## src/hw/rtl/gls_pkg.sv

```systemverilog
// Shared types and constants for the stereo linear-ramp gain block.
package gls_pkg;

    localparam int SampleWidth = 16;
    localparam int GainWidth   = 32;
    localparam int ProdWidth   = SampleWidth + GainWidth;
    localparam int GainShift   = 16;
    localparam int NumLanes    = 2;

    localparam logic signed [GainWidth-1:0] GainUnity = 32'sd65536;
    localparam logic signed [GainWidth+1:0] RampStep  = 34'sd1;

    typedef logic signed [SampleWidth-1:0] t_sample;
    typedef logic signed [GainWidth-1:0]   t_gain;
    typedef logic signed [ProdWidth-1:0]   t_prod;

    // Stage controls shared by the lanes.
    typedef struct packed {
        logic load_prod;
        logic load_out;
    } t_lane_ctrl;

    // Ramp unit result for the word being accepted.
    typedef struct packed {
        logic  drop;
        t_gain gain;
    } t_ramp_stat;

endpackage

```

## src/hw/rtl/gls_ramp.sv

```systemverilog
// Target register and current gain with one-step linear ramp.
module gls_ramp import gls_pkg::*; (
    input  logic       i_clk,
    input  logic       i_rst_n,
    input  logic       i_cfg_wr_en,
    input  t_gain      i_cfg_wr_data,
    input  logic       i_accept,
    output t_ramp_stat o_stat
);

    t_gain r_target;
    t_gain r_gain;
    t_gain n_gain;

    logic signed [GainWidth+1:0] cur_ext;
    logic signed [GainWidth+1:0] tgt_ext;

    always_comb begin
        cur_ext = {{2{r_gain[GainWidth-1]}}, r_gain};
        tgt_ext = {{2{r_target[GainWidth-1]}}, r_target};
        n_gain  = r_gain;
        // step only when more than one away
        if (cur_ext < tgt_ext - RampStep) begin
            n_gain = r_gain + GainWidth'(1);
        end else if (cur_ext > tgt_ext + RampStep) begin
            n_gain = r_gain - GainWidth'(1);
        end
        o_stat.drop = (r_gain == '0) && (r_target == '0);
        o_stat.gain = n_gain;
    end

    always_ff @(posedge i_clk) begin
        if (!i_rst_n) begin
            r_target <= GainUnity;
            r_gain   <= GainUnity;
        end else begin
            if (i_cfg_wr_en) begin
                r_target <= i_cfg_wr_data;
            end
            if (i_accept && !o_stat.drop) begin
                r_gain <= n_gain;
            end
        end
    end

endmodule

```

## config.mk

```make
export PLATFORM = sky130hd
export DESIGN_NAME = gls_ramp
export DESIGN_NICKNAME = d
export VERILOG_FILES = /design/src/hw/rtl/gls_pkg.sv /design/src/hw/rtl/gls_ramp.sv
export SDC_FILE = /design/constraint.sdc
export NUM_CORES = 1
export LEC_CHECK = 0
export BUFFER_PORTS_ARGS = -buffer_cell sky130_fd_sc_hd__buf_2
export CAP_MARGIN = 20
export CORE_MARGIN = 3
export CORE_UTILIZATION = 65
export CTS_CLUSTER_SIZE = 16
export DETAILED_ROUTE_END_ITERATION = 10
export GPL_ROUTABILITY_DRIVEN = 1
export PLACE_DENSITY = 0.85
export REMOVE_ABC_BUFFERS = 1
export SYNTH_ARGS = -nofsm -noshare
export SYNTH_HDL_FRONTEND = slang
export SYNTH_SLANG_ARGS = --single-unit
```

## constraint.sdc

```tcl
create_clock -name i_clk -period 8.1 [get_ports i_clk]
set_input_delay 0.81 -clock i_clk [delete_from_list [all_inputs] [get_ports i_clk]]
set_output_delay 0.81 -clock i_clk [all_outputs]
set_load 0.01 [all_outputs]
```

==> results.txt <==
The run finished with clean final reports. The post-detailed-route DRC marker count is 0. The instance count of the mapped netlist came out at between 800 and 900. The final total negative setup slack came out at 0 ns.

The die is 108 µm tall. For this run, the post-layout net count is 1010. The max-slew violation count came to 0. The portion of the post-synthesis area used by sequential elements is 0.188. The floorplan step defined a core boundary enclosing 10000 µm². The first-pass GRT wire length came out at 32100 µm. The initial antenna violation count came out at 0. Row generation in the floorplan step produced 36 rows.

Derived from the worst setup path, the maximum achievable clock frequency is 147 MHz. The post-CTS setup-driven buffer insertion count came out at 0. In the final routed layout, each cell accounts on average for 19.2 µm. The type of the setup path with the least slack is reg2out. In this run the worst path has a maximum fanout of 15. The count of routing violations after the opening detailed-route iteration came out at 591. IR analysis of the VDD net gives a maximum drop of 0.155 mV. The post-synthesis to final-layout area growth came out at 7.14%. The ratio of final minimum period to clock period came out at 0.839. The final instance area is 7300 µm². The unique cell type count in the Yosys netlist is 66. TritonCTS built the clock tree.

The share of final-layout standard cells stronger than drive strength 1 came out at 0.114. In the post-route analysis, the smallest setup slack over all paths is ~1.3 ns. The detailed-router iteration count before antenna repair is 5. The power density of the placed cells is 111 nW/µm². The number of synthesized flops with an enable pin is 0. The clock skew came out at 0.0154 ns.

The clock-pin slew on the worst setup and hold paths is 0.08 ns. The number of gates resized after cts is 0. The total length of routed wires is 19900 µm. The clock sink count came out at 64. The number of clock buffers inserted by TritonCTS came out at 9.

The mean area per synthesized cell came out at 7.71 µm². The max-cap violation count is 0. The number of antenna-violating nets in the routed design came out at 0. The via count of the first global-routing pass is 6489.

The post-placement cell area is 7110 µm². Across every metal layer, demand over resource in global routing totals 0.344. The final weighted congestion in routability-driven placement is 1.02. The H-tree was split into 3 levels.

The count of final hold-check violations came out at 0. Clock tree synthesis selected as its root buffer the cell sky130_fd_sc_hd__clkbuf_8. Measured on the finished design, the core utilization comes to 0.730. The synthesized design contains 64 register bits. Setup repair after global routing left no endpoint under its margin. At the worst endpoint, the arrival time is 5.99 ns. Setup violations remaining at the end of the flow were counted as 0. The maximum number of buffers from clock root to sink is 2. Clock latency on the worst-skew pair, taken at its later pin, is 0.37 ns.

The cell area after technology mapping came out at roughly 7000 µm². The leakage power figure is 3.19 nW. The number of warning messages in the yosys log is 0. The initial standard-cell utilization of the core came out at 0.682. Once layout is complete, the cells apart from fillers number 1038.

The width of the die is 108 µm. For this run, the leading register cell type out of synthesis is sky130_fd_sc_hd__dfxtp_1. The die covers approximately 12000 µm². For this run, asynchronously set or reset flops after synthesis account for 0.

The maximum number of pins on one net before global-route repair came out at 60. The aggregate global routing overflow came out at 0. The clock period could shrink to 6.80 ns.

The required time of the critical path came out at 7.29 ns. The estimated wirelength of the detail-placed design came out at 14800 µm. The pre-CTS worst setup slack came out at 1.87 ns. The number of antenna diodes is 0. Counting tap cells, the placed design contains a total of 1023 instances.

The via total after detailed routing came out at 6855. At the pin with the least slew margin, the transition time is ~1.1 ns. The worst setup path is launched from a flop. The count of input and output buffers came out at 68.

The path category of the worst min-delay check is reg2reg. The average via count per standard cell came out at 6.60. The number of hold-repair buffers added at the cts stage is 0.

The worst setup path is captured at an output port. The count of boundary I/O pins is 69. Measured against its own limit, the worst slew margin works out to 0.274.
-- layout by cell type, fill, tap and decap left out, types with 6 or more instances in the layout --
master / synthesis / final
sky130_fd_sc_hd__inv_1: 19 / 19
sky130_fd_sc_hd__xnor2_1: 56 / 56
sky130_fd_sc_hd__nor2_1: 81 / 81
sky130_fd_sc_hd__a21o_1: 6 / 6
sky130_fd_sc_hd__nand2b_1: 29 / 29
sky130_fd_sc_hd__buf_2: 3 / 68
sky130_fd_sc_hd__nand2_1: 81 / 81
sky130_fd_sc_hd__or3_1: 11 / 11
sky130_fd_sc_hd__o22ai_1: 6 / 6
sky130_fd_sc_hd__a32oi_1: 18 / 18
sky130_fd_sc_hd__dfxtp_1: 64 / 64
sky130_fd_sc_hd__xor2_1: 35 / 35
sky130_fd_sc_hd__o21ai_0: 12 / 12
sky130_fd_sc_hd__or4_1: 12 / 12
sky130_fd_sc_hd__and4_1: 6 / 6
sky130_fd_sc_hd__clkbuf_8: 0 / 11
sky130_fd_sc_hd__buf_4: 0 / 8
sky130_fd_sc_hd__a21oi_1: 33 / 32
sky130_fd_sc_hd__ha_1: 71 / 71
sky130_fd_sc_hd__and3_1: 14 / 14
sky130_fd_sc_hd__nand4_1: 24 / 24
sky130_fd_sc_hd__a22oi_1: 15 / 15
sky130_fd_sc_hd__nand3_1: 38 / 38
sky130_fd_sc_hd__mux2i_1: 57 / 57
sky130_fd_sc_hd__nor4_1: 26 / 25
sky130_fd_sc_hd__nor3_1: 32 / 31
-- per-layer routing --
layer,vias to the layer above,routed length [µm],track usage,part of all wire
li1,3257,-,-,-
met3,66,1690,0.0693,0.085
met5,-,0,0,0
met4,0,739,0.158,0.037
met2,349,9080,0.560,0.46
met1,3183,8430,0.438,0.42
-- logic make-up (layout without fill, tap and decap cells) --
logic type                 after synthesis  count (layout)  share of synthesized area
and+or+nand+nor                        377             377                      0.283
AOI/OAI and AO/OA                      133             133                      0.142
xor gates and xnor gates                91              91                      0.117
buffers and inverters                   90             111                     0.0536
adders and majority gates               71              71                      0.130
DFF                                     64              64                      0.188
muxes                                   58              58                     0.0854
-- path summary, 6_finish.rpt --
check / slack (ns) / startpoint / to / cells past startpoint
max: 1.30 / r_target[2] / o_stat[31] / 17
min: 0.59 / r_gain[0] / r_gain[0] / 2
max reg2reg: 2.26 / r_target[2] / r_gain[19] / 16
min reg2reg: 0.59 / r_gain[0] / r_gain[0] / 2
-- cells in the mapped netlist (4+ instances only) --
cell type                  instances  share of area
sky130_fd_sc_hd__a21o_1            6         0.0066
sky130_fd_sc_hd__a21oi_1          33          0.024
sky130_fd_sc_hd__a22oi_1          15          0.017
sky130_fd_sc_hd__a31oi_1           4         0.0037
sky130_fd_sc_hd__a32oi_1          18          0.023
sky130_fd_sc_hd__and2_1            5         0.0046
sky130_fd_sc_hd__and3_1           14          0.013
sky130_fd_sc_hd__and4_1            6         0.0077
sky130_fd_sc_hd__buf_1             4         0.0022
sky130_fd_sc_hd__clkbuf_1         59          0.032
sky130_fd_sc_hd__dfxtp_1          64           0.19
sky130_fd_sc_hd__ha_1             71           0.13
sky130_fd_sc_hd__inv_1            19          0.010
sky130_fd_sc_hd__mux2i_1          57          0.084
sky130_fd_sc_hd__nand2_1          81          0.045
sky130_fd_sc_hd__nand2b_1         29          0.027
sky130_fd_sc_hd__nand3_1          38          0.028
sky130_fd_sc_hd__nand4_1          24          0.022
sky130_fd_sc_hd__nor2_1           81          0.045
sky130_fd_sc_hd__nor2b_1           4         0.0037
sky130_fd_sc_hd__nor3_1           32          0.023
sky130_fd_sc_hd__nor4_1           26          0.024
sky130_fd_sc_hd__nor4b_1           4         0.0051
sky130_fd_sc_hd__o21ai_0          12         0.0088
sky130_fd_sc_hd__o22ai_1           6         0.0055
sky130_fd_sc_hd__or3_1            11          0.010
sky130_fd_sc_hd__or4_1            12          0.013
sky130_fd_sc_hd__xnor2_1          56          0.072
sky130_fd_sc_hd__xor2_1           35          0.045
-- per-stage QoR --
| step | total power [mW] | hold WS (ns) |
|---|---|---|
| final | 0.809 | 0.592 |
| after floorplan | 0.489 | 0.509 |
| after global routing | 0.845 | 0.640 |
| after detailed placement | 0.565 | 0.581 |
| after global placement | 0.554 | 0.566 |
| after CTS | 0.806 | 0.593 |
-- registers in the layout, summed over array words and instances (netlist names) --
name,count
r_gain,32
r_target,32
-- worst max-delay path: stages, from the launching register on --
cell and delay [ns]:
sky130_fd_sc_hd__dfxtp_1 0.42, sky130_fd_sc_hd__nor4_1 0.71, sky130_fd_sc_hd__nand2_1 0.25, sky130_fd_sc_hd__or3_1 0.48, sky130_fd_sc_hd__or2_2 0.31, sky130_fd_sc_hd__nor4_1 0.24
sky130_fd_sc_hd__xnor2_1 0.18, sky130_fd_sc_hd__ha_1 0.29, sky130_fd_sc_hd__a21oi_1 0.14, sky130_fd_sc_hd__a21boi_0 0.09, sky130_fd_sc_hd__a2111oi_0 0.69, sky130_fd_sc_hd__and4b_1 0.35
sky130_fd_sc_hd__nor4_2 0.06, sky130_fd_sc_hd__buf_4 0.20, sky130_fd_sc_hd__nor3_1 0.64, sky130_fd_sc_hd__a22oi_1 0.18, sky130_fd_sc_hd__xnor2_1 0.21, sky130_fd_sc_hd__buf_2 0.18
-- cell type report --
cell class              count  area [µm²]
fillers                   829        2700
clock inverters             1        5.00
inverters                  20        75.1
multi-input cells         730        5180
well taps                 133         166
flip-flops and latches     64        1280
clock buffers              12         155
repair buffers             78         435
-- power by group --
group | internal (mW) | switching (mW)
Combinational | 0.0843 | 0.131
Clock | 0.122 | 0.120
Sequential | 0.326 | 0.0255
Note: power is estimated with default switching activity, not from simulation.
