<file path="config.mk">
export PLATFORM = sky130hd
export DESIGN_NAME = gls_lane
export DESIGN_NICKNAME = d
export VERILOG_FILES = /design/src/hw/rtl/gls_pkg.sv /design/src/hw/rtl/gls_lane.sv
export SDC_FILE = /design/constraint.sdc
export NUM_CORES = 1
export LEC_CHECK = 0
export BUFFER_PORTS_ARGS = -buffer_cell sky130_fd_sc_hd__buf_2
export CORE_MARGIN = 2
export CORE_UTILIZATION = 50
export DETAILED_ROUTE_END_ITERATION = 12
export GPL_TIMING_DRIVEN = 0
export PLACE_DENSITY = 0.75
export SETUP_SLACK_MARGIN = 0.2
export SLEW_MARGIN = 20
export SYNTH_ARGS = -nofsm -noshare
export SYNTH_HDL_FRONTEND = slang
export SYNTH_SLANG_ARGS = --single-unit
</file>
<file path="constraint.sdc">
create_clock -name i_clk -period 7 [get_ports i_clk]
set_input_delay 0.35 -clock i_clk [delete_from_list [all_inputs] [get_ports i_clk]]
set_output_delay 0.35 -clock i_clk [all_outputs]
set_load 0.005 [all_outputs]
</file>
<file path="src/hw/rtl/gls_pkg.sv">
// Shared types and constants for the stereo linear-ramp gain block.
package gls_pkg;

    localparam int SampleWidth = 16;
    localparam int GainWidth   = 32;
    localparam int ProdWidth   = SampleWidth + GainWidth;
    localparam int GainShift   = 16;
    localparam int NumLanes    = 2;

    localparam logic signed [GainWidth-1:0] GainUnity = 32'sd65536;
    localparam logic signed [GainWidth+1:0] RampStep  = 34'sd1;

    typedef logic signed [SampleWidth-1:0] t_sample;
    typedef logic signed [GainWidth-1:0]   t_gain;
    typedef logic signed [ProdWidth-1:0]   t_prod;

    // Stage controls shared by the lanes.
    typedef struct packed {
        logic load_prod;
        logic load_out;
    } t_lane_ctrl;

    // Ramp unit result for the word being accepted.
    typedef struct packed {
        logic  drop;
        t_gain gain;
    } t_ramp_stat;

endpackage

</file>
<file path="src/hw/rtl/gls_lane.sv">
// One channel: gain multiply, then floor shift and saturation.
module gls_lane import gls_pkg::*; (
    input  logic       i_clk,
    input  t_lane_ctrl i_ctrl,
    input  t_gain      i_gain,
    input  t_sample    i_sample,
    output t_sample    o_sample
);

    t_prod   r_prod;
    t_sample r_out;
    t_sample n_out;

    logic signed [ProdWidth-GainShift-1:0] shifted;

    always_comb begin
        shifted = r_prod[ProdWidth-1:GainShift];
        // clamp when the upper bits are not all copies of the sign
        if (shifted[ProdWidth-GainShift-1:SampleWidth-1] == '0 ||
            shifted[ProdWidth-GainShift-1:SampleWidth-1] == '1) begin
            n_out = shifted[SampleWidth-1:0];
        end else if (shifted[ProdWidth-GainShift-1]) begin
            n_out = {1'b1, {(SampleWidth-1){1'b0}}};
        end else begin
            n_out = {1'b0, {(SampleWidth-1){1'b1}}};
        end
    end

    always_ff @(posedge i_clk) begin
        if (i_ctrl.load_prod) begin
            r_prod <= ProdWidth'(i_gain) * ProdWidth'(i_sample);
        end
        if (i_ctrl.load_out) begin
            r_out <= n_out;
        end
    end

    assign o_sample = r_out;

endmodule

</file>
==> impl_metrics.toml, run 1 <==
[critical_path]
required_ns = 7.05
r2r_start = "r_prod[40]$_DFFE_PP_"
rrSetupSlack_ns = 4.31
crit_arrival_ns = 6.67
cp_max_fo = 10
r2r-end = "o_sample[12]$_DFFE_PP_"
criticalPathCategory = "input port to flip-flop"
start_kind = "input port"
endpoint_kind = "flip-flop"
rr_worst_depth = 6

[finish]
areaGrowthSynthToFinish_pct = 7.331
antenna_cells = 0
regArea_um2 = 1441
layout.nets = 2744
fill_cells = 3304
multiInputGateArea_um2 = 15190
drive_gt1_frac = 0.07626

[floorplan]
die_h_um = 198.4
io_pins = 67
die_w_um = 198.4
die-area_um2 = 39350
core_area_um2 = 37400
start_util = 0.5051
row_count = 71

[logic_synthesis]
synth.largest_area_cell = "fa_1"
ys.flop_type = "edfxtp_1"
synth_area_um2 = 18890
netlist_instances = 2020
seq_area_frac_synth = 0.07630
netlist_top_cells_count = "inv_1 (543), fa_1 (485), nand2_1 (289)"
synth_top_area_share = 0.5139
ys_ff_latch = 48
yosys-top-cells-area = "fa_1 (51%), inv_1 (11%), edfxtp_1 (7.6%)"
synth_warnings = 0
ys_types = 46
synthArstFlopShare = 0
synth_fp_nets = 2667
synth-edff-count = 48
yosysMostFrequentCell = "inv_1"
avgSynthCellArea_um2 = 9.352

[worst_hold_path]
min_path_cells = 1
holdPathEnd = "o_sample[15]$_DFFE_PP_"
min-delay-start = "i_ctrl[0]"
hp-class = "input port to flip-flop"

[clocking]
htreeDepth = 2
cts.clk_slew.worst_paths_ns = 0.07
cts-root-buf = "clkbuf_16"
cts_tree = "yes"
cts_num_sinks = 48
cts_buffers = 5
clk_latency_ns = 0.31
clockBufferDepth = 2

[timing]
finalCritPeriodShare = 0.9462
hold_viol_final = 0
skew_ns = 0.01157
post-route-min-period_ns = 6.624
worst-slew-pin-transition_ns = 1.009
rsz0062_at_grt = "false"
max_freq_mhz = 151.0
finalSetupViolations = 0
slew_headroom = 0.3240
slew_viol_final = 0
tns_ns = 0

[status]
status = "completed"

[routing]
first_pass_iters = 5
routed-wl-met2_mm = 24.21
met1_length_mm = 19.22
vias = 13820
totalWireLength_mm = 51.37
route.met3.wl_mm = 4.502
wire_per_inst_um = 19.69
postRouteAntennaNets = 0
highest_layer = "met4"
drc_errors = 0
drt-initial-drc-count = 945
via_per_inst = 5.298

[global_routing]
antenna_found_initial = 0
grt_use_total = 0.2845
grt_first_pass_wirelength_mm = 84.07
grt_max_degree = 33
grt_overflow_total = 0
grt_pass1_vias = 15620

[placement]
place_congestion = 0.9506
hpwl_mm = 43.66
io_buffers = 66

[job]
cap_viol_max_count = 0
[area by class of cell]
cell class,count,share of cell area
inverter,544,0.1008
sequential,48,0.07108
tap,511,0.03153
buffer,84,0.01968
clock inverter,3,0.003394
clock buffer,5,0.006171
multi-input combinational,1344,0.7490
timing repair buffer,70,0.01839
[layout by cell type, fill, tap and decap left out, types with 3 or more instances in the layout]
cell / count
nand2_1: 289
clkbuf_16: 5
inv_1: 542
o21bai_1: 5
o21ai_0: 29
and3_1: 6
a21boi_0: 3
a211o_1: 3
xor2_1: 11
nand2b_1: 6
clkbuf_2: 51
buf_2: 70
clkbuf_1: 25
buf_4: 3
fa_2: 3
edfxtp_1: 48
nand4_1: 10
nor3_1: 6
nand3_1: 4
clkbuf_4: 4
xnor2_1: 26
fa_1: 482
ha_1: 110
o21a_1: 6
xnor2_2: 3
nor2_1: 41
and4_1: 4
nor2b_1: 6
a21oi_1: 33
nor4_1: 4
a21o_1: 17
and2_1: 206
[cells by family (layout without fill, tap and decap cells)]
logic type | count (synthesis) | in the layout | synth area share
xor gates and xnor gates | 40 | 40 | 0.01854
adders and majority gates | 596 | 596 | 0.5875
and+or+nand+nor | 585 | 585 | 0.1499
AOI/OAI and AO/OA | 123 | 123 | 0.04298
DFF | 48 | 48 | 0.07630
buffers and inverters | 628 | 706 | 0.1248
[per-layer routing]
| metal | global-route usage | vias up |
|---|---|---|
| li1 | - | 5988 |
| met1 | 0.3542 | 7007 |
| met2 | 0.4656 | 653 |
| met3 | 0.05765 | 174 |
| met4 | 0.1612 | 0 |
| met5 | 0 | - |
[sequential cells by signal, indices dropped and copies added (netlist names)]
register / cells
o_sample: 16
r_prod: 32
[critical path, cell delays in order]
cell      delay (ns)
buf_2           0.15
clkbuf_2        0.30
and2_1          0.27
fa_1            0.50
inv_1           0.05
fa_1            0.47
fa_1            0.53
inv_1           0.06
fa_1            0.55
fa_1            0.45
fa_1            0.48
ha_1            0.45
o21ai_0         0.13
a221oi_1        0.32
o21ai_2         0.09
buf_4           0.18
o211ai_2        0.31
a31oi_4         0.14
buf_12          0.17
o311ai_4        0.39
a311oi_1        0.18
xnor2_1         0.16
[repair_timing]
item	4_1_cts	5_1_grt
setup buffers	0	4
hold buffers	0	0
gates resized for setup	48	58
setup endpoints to repair	15	10
pin swaps	0	6
[per-stage QoR]
| stage | instance area (µm²) | util | hold WS [ns] | instances | setup WS [ns] |
|---|---|---|---|---|---|
| finish | 20280 | 0.5422 | 0.4825 | 2609 | 0.3765 |
| global route | 20280 | 0.5422 | 0.4829 | 2609 | 0.1811 |
| CTS | 20130 | 0.5382 | 0.4769 | 2605 | 0.2034 |
| detailed placement | 19860 | 0.5311 | 0.5784 | 2597 | -0.5382 |
| global placement | 19860 | 0.5311 | 0.5748 | 2597 | -0.4645 |
| floorplan | 18890 | - | 0.4625 | 2020 | 0.8831 |
[how the worst max path moves through the flow]
stage	from	endpoint	slack, ns	cells after the start
floorplan	i_sample[4]	r_prod[47]$_DFFE_PP_	0.88	19
global placement	i_sample[4]	r_prod[47]$_DFFE_PP_	-0.46	20
detailed placement	i_sample[4]	r_prod[47]$_DFFE_PP_	-0.54	20
CTS	i_gain[23]	r_prod[47]$_DFFE_PP_	0.20	23
global route	i_gain[31]	r_prod[45]$_DFFE_PP_	0.18	20
finish	i_sample[5]	r_prod[41]$_DFFE_PP_	0.38	22
Power of run 1 is left out: the tool's default activity adds up to more than one toggle a clock period on the data nets, which glitch-free logic cannot reach.
==> run 2, diff against run 1 <==
Settings changed: PLACE_DENSITY 0.75 to 0.77.
Clock period 7 ns to 5.69 ns, I/O delays scaled along.
==> impl_metrics.toml, run 2 (synthesis gave the netlist of run 1 again) <==
[timing]
hold_viol_final = 0
rsz0062_at_grt = "true"
slew_headroom = 0.2938
finalSetupViolations = 18
max_freq_mhz = 163.2
tns_ns = -4.026
finalWorstSetupSlack_ns = -0.4387
hold_slack_ns = 0.4249
slew_viol_final = 0
worst-slew-pin-transition_ns = 1.054
skew_ns = 0.005369
post-route-min-period_ns = 6.129
finalCritPeriodShare = 1.077

[placement]
io_buffers = 66
place_congestion = 0.9640
hpwl_mm = 44.16

[critical_path]
crit_chain = "buf_12 -> clkbuf_16 -> nand2_8 -> inv_4 -> fa_1 -> buf_4 -> fa_2 -> buf_6 -> fa_1 -> fa_2 -> fa_1 -> fa_1 -> ha_4 -> a21o_1 -> a21o_1 -> a221oi_2 -> nor2b_2 -> or3_4 -> a211oi_4 -> buf_6 -> o21ai_4 -> a31oi_4 -> xnor2_4"
rrSetupSlack_ns = 3.55
rr_worst_depth = 5
crit_arrival_ns = 6.16
critical_path.startpoint = "i_gain[31]"
crit_path_frequent_cell = "fa_1"
criticalPathCategory = "input port to flip-flop"
endpoint = "r_prod[47]$_DFFE_PP_"
required_ns = 5.72
cp.buffers_inverters = 6
cp_slowest_stage_delay_ns = 0.58
r2r-end = "o_sample[10]$_DFFE_PP_"
endpoint_kind = "flip-flop"
cp_max_fo = 6
r2r_start = "r_prod[46]$_DFFE_PP_"
start_kind = "input port"
crit_family = "adder cells"
cp_slowest_cell = "fa_1"
cp.depth = 23

[floorplan]
die_w_um = 198.4
row_count = 71
die-area_um2 = 39350
core_area_um2 = 37400
io_pins = 67
die_h_um = 198.4
start_util = 0.5051

[clocking]
clockBufferDepth = 2
clk_latency_ns = 0.30
cts.clk_slew.worst_paths_ns = 0.07
cts_buffers = 5
cts_tree = "yes"
cts_num_sinks = 48
cts_hold_buf = 0
htreeDepth = 2
cts-root-buf = "clkbuf_16"

[finish]
largest_reg_flops = 32
fin_util = 0.6180
layout_common_cells = "inv_1 (528), fa_1 (458), nand2_1 (283)"
largest-register = "r_prod"
layout.nets = 2849
drive_gt1_frac = 0.1884
final_common_cell = "inv_1"
areaGrowthSynthToFinish_pct = 22.34

[global_routing]
grt_pass1_vias = 16500
antenna_found_initial = 3
grt_max_degree = 33
grt_overflow_total = 0
grt_first_pass_wirelength_mm = 89.82
grt_use_total = 0.3072

[job]
cap_viol_max_count = 0

[routing]
drt-initial-drc-count = 1150
postRouteAntennaNets = 0
first_pass_iters = 5
via_per_inst = 5.377
vias = 14610
drc_errors = 0
totalWireLength_mm = 56.78
wire_per_inst_um = 20.91

[status]
status = "finished with violations"
violations = "negative setup slack"

[worst_hold_path]
hp-class = "input port to flip-flop"
-- run 2: changes by cell type in the layout (fill, tap and decap cells not counted), moves of 23 or more --
| cell | delta |
|---|---|
| buf_4 | +94 |
| clkbuf_16 | +25 |
| clkbuf_8 | +27 |
| clkbuf_2 | -50 |
| fa_1 | -24 |
| buf_2 | -41 |
| ha_1 | -23 |
| fa_2 | +24 |
| buf_6 | +31 |
-- run 2: area by class of cell --
class,count,area [µm²]
multi-input combinational,1344,15910
fill,2990,14290
inverter,544,2059
timing repair buffer,175,1577
sequential,48,1441
buffer,84,1290
tap,511,639.4
clock buffer,5,125.1
clock inverter,3,68.82
antenna,2,5.005
-- run 2: metal layers --
| metal | share of wire | wire length [µm] | vias to the layer above | track usage |
|---|---|---|---|---|
| met5 | 0 | 0 | - | 0 |
| met4 | 0.068 | 3844 | 0 | 0.1701 |
| met3 | 0.084 | 4789 | 211 | 0.05663 |
| met2 | 0.48 | 27120 | 766 | 0.5105 |
| met1 | 0.37 | 21030 | 7419 | 0.3809 |
| li1 | - | - | 6209 | - |
-- run 2: how the worst min path moves through the flow --
stage                                     from  slack, ns  depth (start not counted)                     to
after floorplan                      i_ctrl[0]       0.40                          0  o_sample[0]$_DFFE_PP_
after global placement    r_prod[18]$_DFFE_PP_       0.57                          2  o_sample[2]$_DFFE_PP_
after detailed placement  r_prod[18]$_DFFE_PP_       0.58                          2  o_sample[2]$_DFFE_PP_
after CTS                            i_ctrl[0]       0.42                          1  o_sample[7]$_DFFE_PP_
after global routing                 i_ctrl[0]       0.43                          1  o_sample[7]$_DFFE_PP_
final                                i_ctrl[0]       0.42                          1  o_sample[5]$_DFFE_PP_
-- run 2: repair_timing --
item,in CTS,in global routing
setup buffers,87,19
gates resized for setup,327,112
pin swaps,78,72
setup endpoints to repair,32,28
gates cloned,3,0
-- run 2: stage by stage --
step | cell area (µm²) | instances | setup WS [ns]
final | 23110 | 2716 | -0.4387
after global routing | 23110 | 2714 | -0.5795
after detailed placement | 20220 | 2597 | -1.804
after global placement | 20220 | 2597 | -1.681
after floorplan | 19250 | 2020 | -0.05456
after CTS | 22640 | 2695 | -0.4337
Power of run 2 is left out for the same reason.
==> run 3, diff against run 2 <==
==> constraint.sdc (replaced) <==
create_clock -name i_clk -period 5.69 [get_ports i_clk]
set_input_delay 0.8535 -clock i_clk [delete_from_list [all_inputs] [get_ports i_clk]]
set_output_delay 0.8535 -clock i_clk [all_outputs]
set_load 0.005 [all_outputs]
==> impl_metrics.toml, run 3 (synthesis gave the netlist of run 1 again) <==
[placement]
placed_cell_area_um2 = 20270
hpwl_mm = 44.55
place_congestion = 0.9650
io_buffers = 66

[worst_hold_path]
min-delay-start = "r_prod[19]$_DFFE_PP_"
min_path_cells = 2
holdPathEnd = "o_sample[3]$_DFFE_PP_"
hp-class = "flip-flop to flip-flop"

[critical_path]
start_kind = "input port"
rrSetupSlack_ns = 3.53
cp_max_fo = 7
cp.buffers_inverters = 8
crit_family = "adder cells"
cp_slowest_cell = "fa_1"
r2r-end = "o_sample[7]$_DFFE_PP_"
rr_worst_depth = 6
cp_slowest_stage_delay_ns = 0.60
endpoint_kind = "flip-flop"
criticalPathCategory = "input port to flip-flop"
crit_arrival_ns = 6.77
r2r_start = "r_prod[39]$_DFFE_PP_"
crit_path_frequent_cell = "fa_1"
required_ns = 5.73

[clocking]
clockBufferDepth = 2
cts_num_sinks = 48
cts_buffers = 5
htreeDepth = 2
cts-root-buf = "clkbuf_16"
clk_latency_ns = 0.31
cts.clk_slew.worst_paths_ns = 0.08
cts_tree = "yes"
cts_hold_buf = 0

[timing]
skew_ns = 0.009835
rsz0062_at_grt = "true"
finalWorstSetupSlack_ns = -1.041
slew_headroom = 0.3036
hold_slack_ns = 0.5961
worst-slew-pin-transition_ns = 1.040
slew_viol_final = 0
tns_ns = -19.74
post-route-min-period_ns = 6.731
hold_viol_final = 0
finalSetupViolations = 31
finalCritPeriodShare = 1.183
max_freq_mhz = 148.6

[finish]
largest-register = "r_prod"
layout.nets = 2828
areaGrowthSynthToFinish_pct = 21.40
final_area_um2 = 22930
drive_gt1_frac = 0.1902
largest_reg_flops = 32
layout_common_cells = "inv_1 (527), fa_1 (453), nand2_1 (278)"
final_common_cell = "inv_1"

[floorplan]
row_count = 71
io_pins = 67
die-area_um2 = 39350
die_h_um = 198.4
start_util = 0.5051
die_w_um = 198.4
core_area_um2 = 37400

[routing]
totalWireLength_mm = 55.62
via_per_inst = 5.380
postRouteAntennaNets = 0
vias = 14490
drc_errors = 0
first_pass_iters = 5
drt-initial-drc-count = 1032
wire_per_inst_um = 20.65

[global_routing]
grt_use_total = 0.3003
grt_first_pass_wirelength_mm = 88.09
grt_max_degree = 33
grt_overflow_total = 0
grt_pass1_vias = 16500
antenna_found_initial = 3

[status]
status = "finished with violations"
violations = "negative setup slack"

[job]
cap_viol_max_count = 0
==> run 3: cell count changes in the layout (fill, tap and decap cells not counted), sizes merged <==
cell / previous run / this run
clkbuf: 77 / 64
buf: 187 / 179
bufinv: 2 / 0
clkinv: 1 / 3
diode: 2 / 1
==> run 3: repair_timing <==
item	in CTS	in global routing
pin swaps	61	85
buffers inserted	57	30
cloned	1	0
endpoints found under the setup margin	32	32
resized for setup	293	153
==> run 3: metal layers <==
metal,part of all wire,GRT usage,wire [µm],up-vias
met1,0.36,0.3552,20030,7414
li1,-,-,-,6151
met4,0.071,0.1782,3931,0
met3,0.083,0.06579,4635,218
met2,0.49,0.5050,27020,711
met5,0,0,0,-
==> run 3: metrics by stage <==
step / instances / util / setup WS, ns
finish: 2694 / 0.6132 / -1.041
detailed placement: 2597 / 0.5420 / -2.087
global route: 2693 / 0.6132 / -1.127
floorplan: 2020 / - / -0.6236
CTS: 2663 / 0.5943 / -0.9492
global placement: 2597 / 0.5420 / -2.045
==> run 3: final cells by class <==
| type | instances | area, µm² |
|---|---|---|
| clock buffer | 5 | 125.1 |
| multi-input combinational | 1344 | 16050 |
| buffer | 84 | 1306 |
| clock inverter | 3 | 17.52 |
| tap | 511 | 639.4 |
| fill | 2920 | 14470 |
| timing repair buffer | 154 | 1299 |
| antenna | 1 | 2.502 |
| sequential | 48 | 1441 |
| inverter | 544 | 2057 |
==> run 3: worst max-delay path by stage <==
stage	end	from	depth (start not counted)	slack [ns]
finish	r_prod[47]$_DFFE_PP_	i_gain[21]	25	-1.04
floorplan	r_prod[45]$_DFFE_PP_	i_sample[3]	18	-0.62
CTS	r_prod[45]$_DFFE_PP_	i_sample[4]	25	-0.95
global route	r_prod[47]$_DFFE_PP_	i_gain[21]	25	-1.13
detailed placement	r_prod[47]$_DFFE_PP_	i_sample[6]	19	-2.09
global placement	r_prod[47]$_DFFE_PP_	i_sample[6]	19	-2.05
==> run 3: worst min-delay path: cells and delay by family, from the launching register on <==
family	cells	cell delay (ns)
compound gates	1	0.13
buf+inv	1	0.03
flops	1	0.32
Power of run 3 is left out for the same reason.
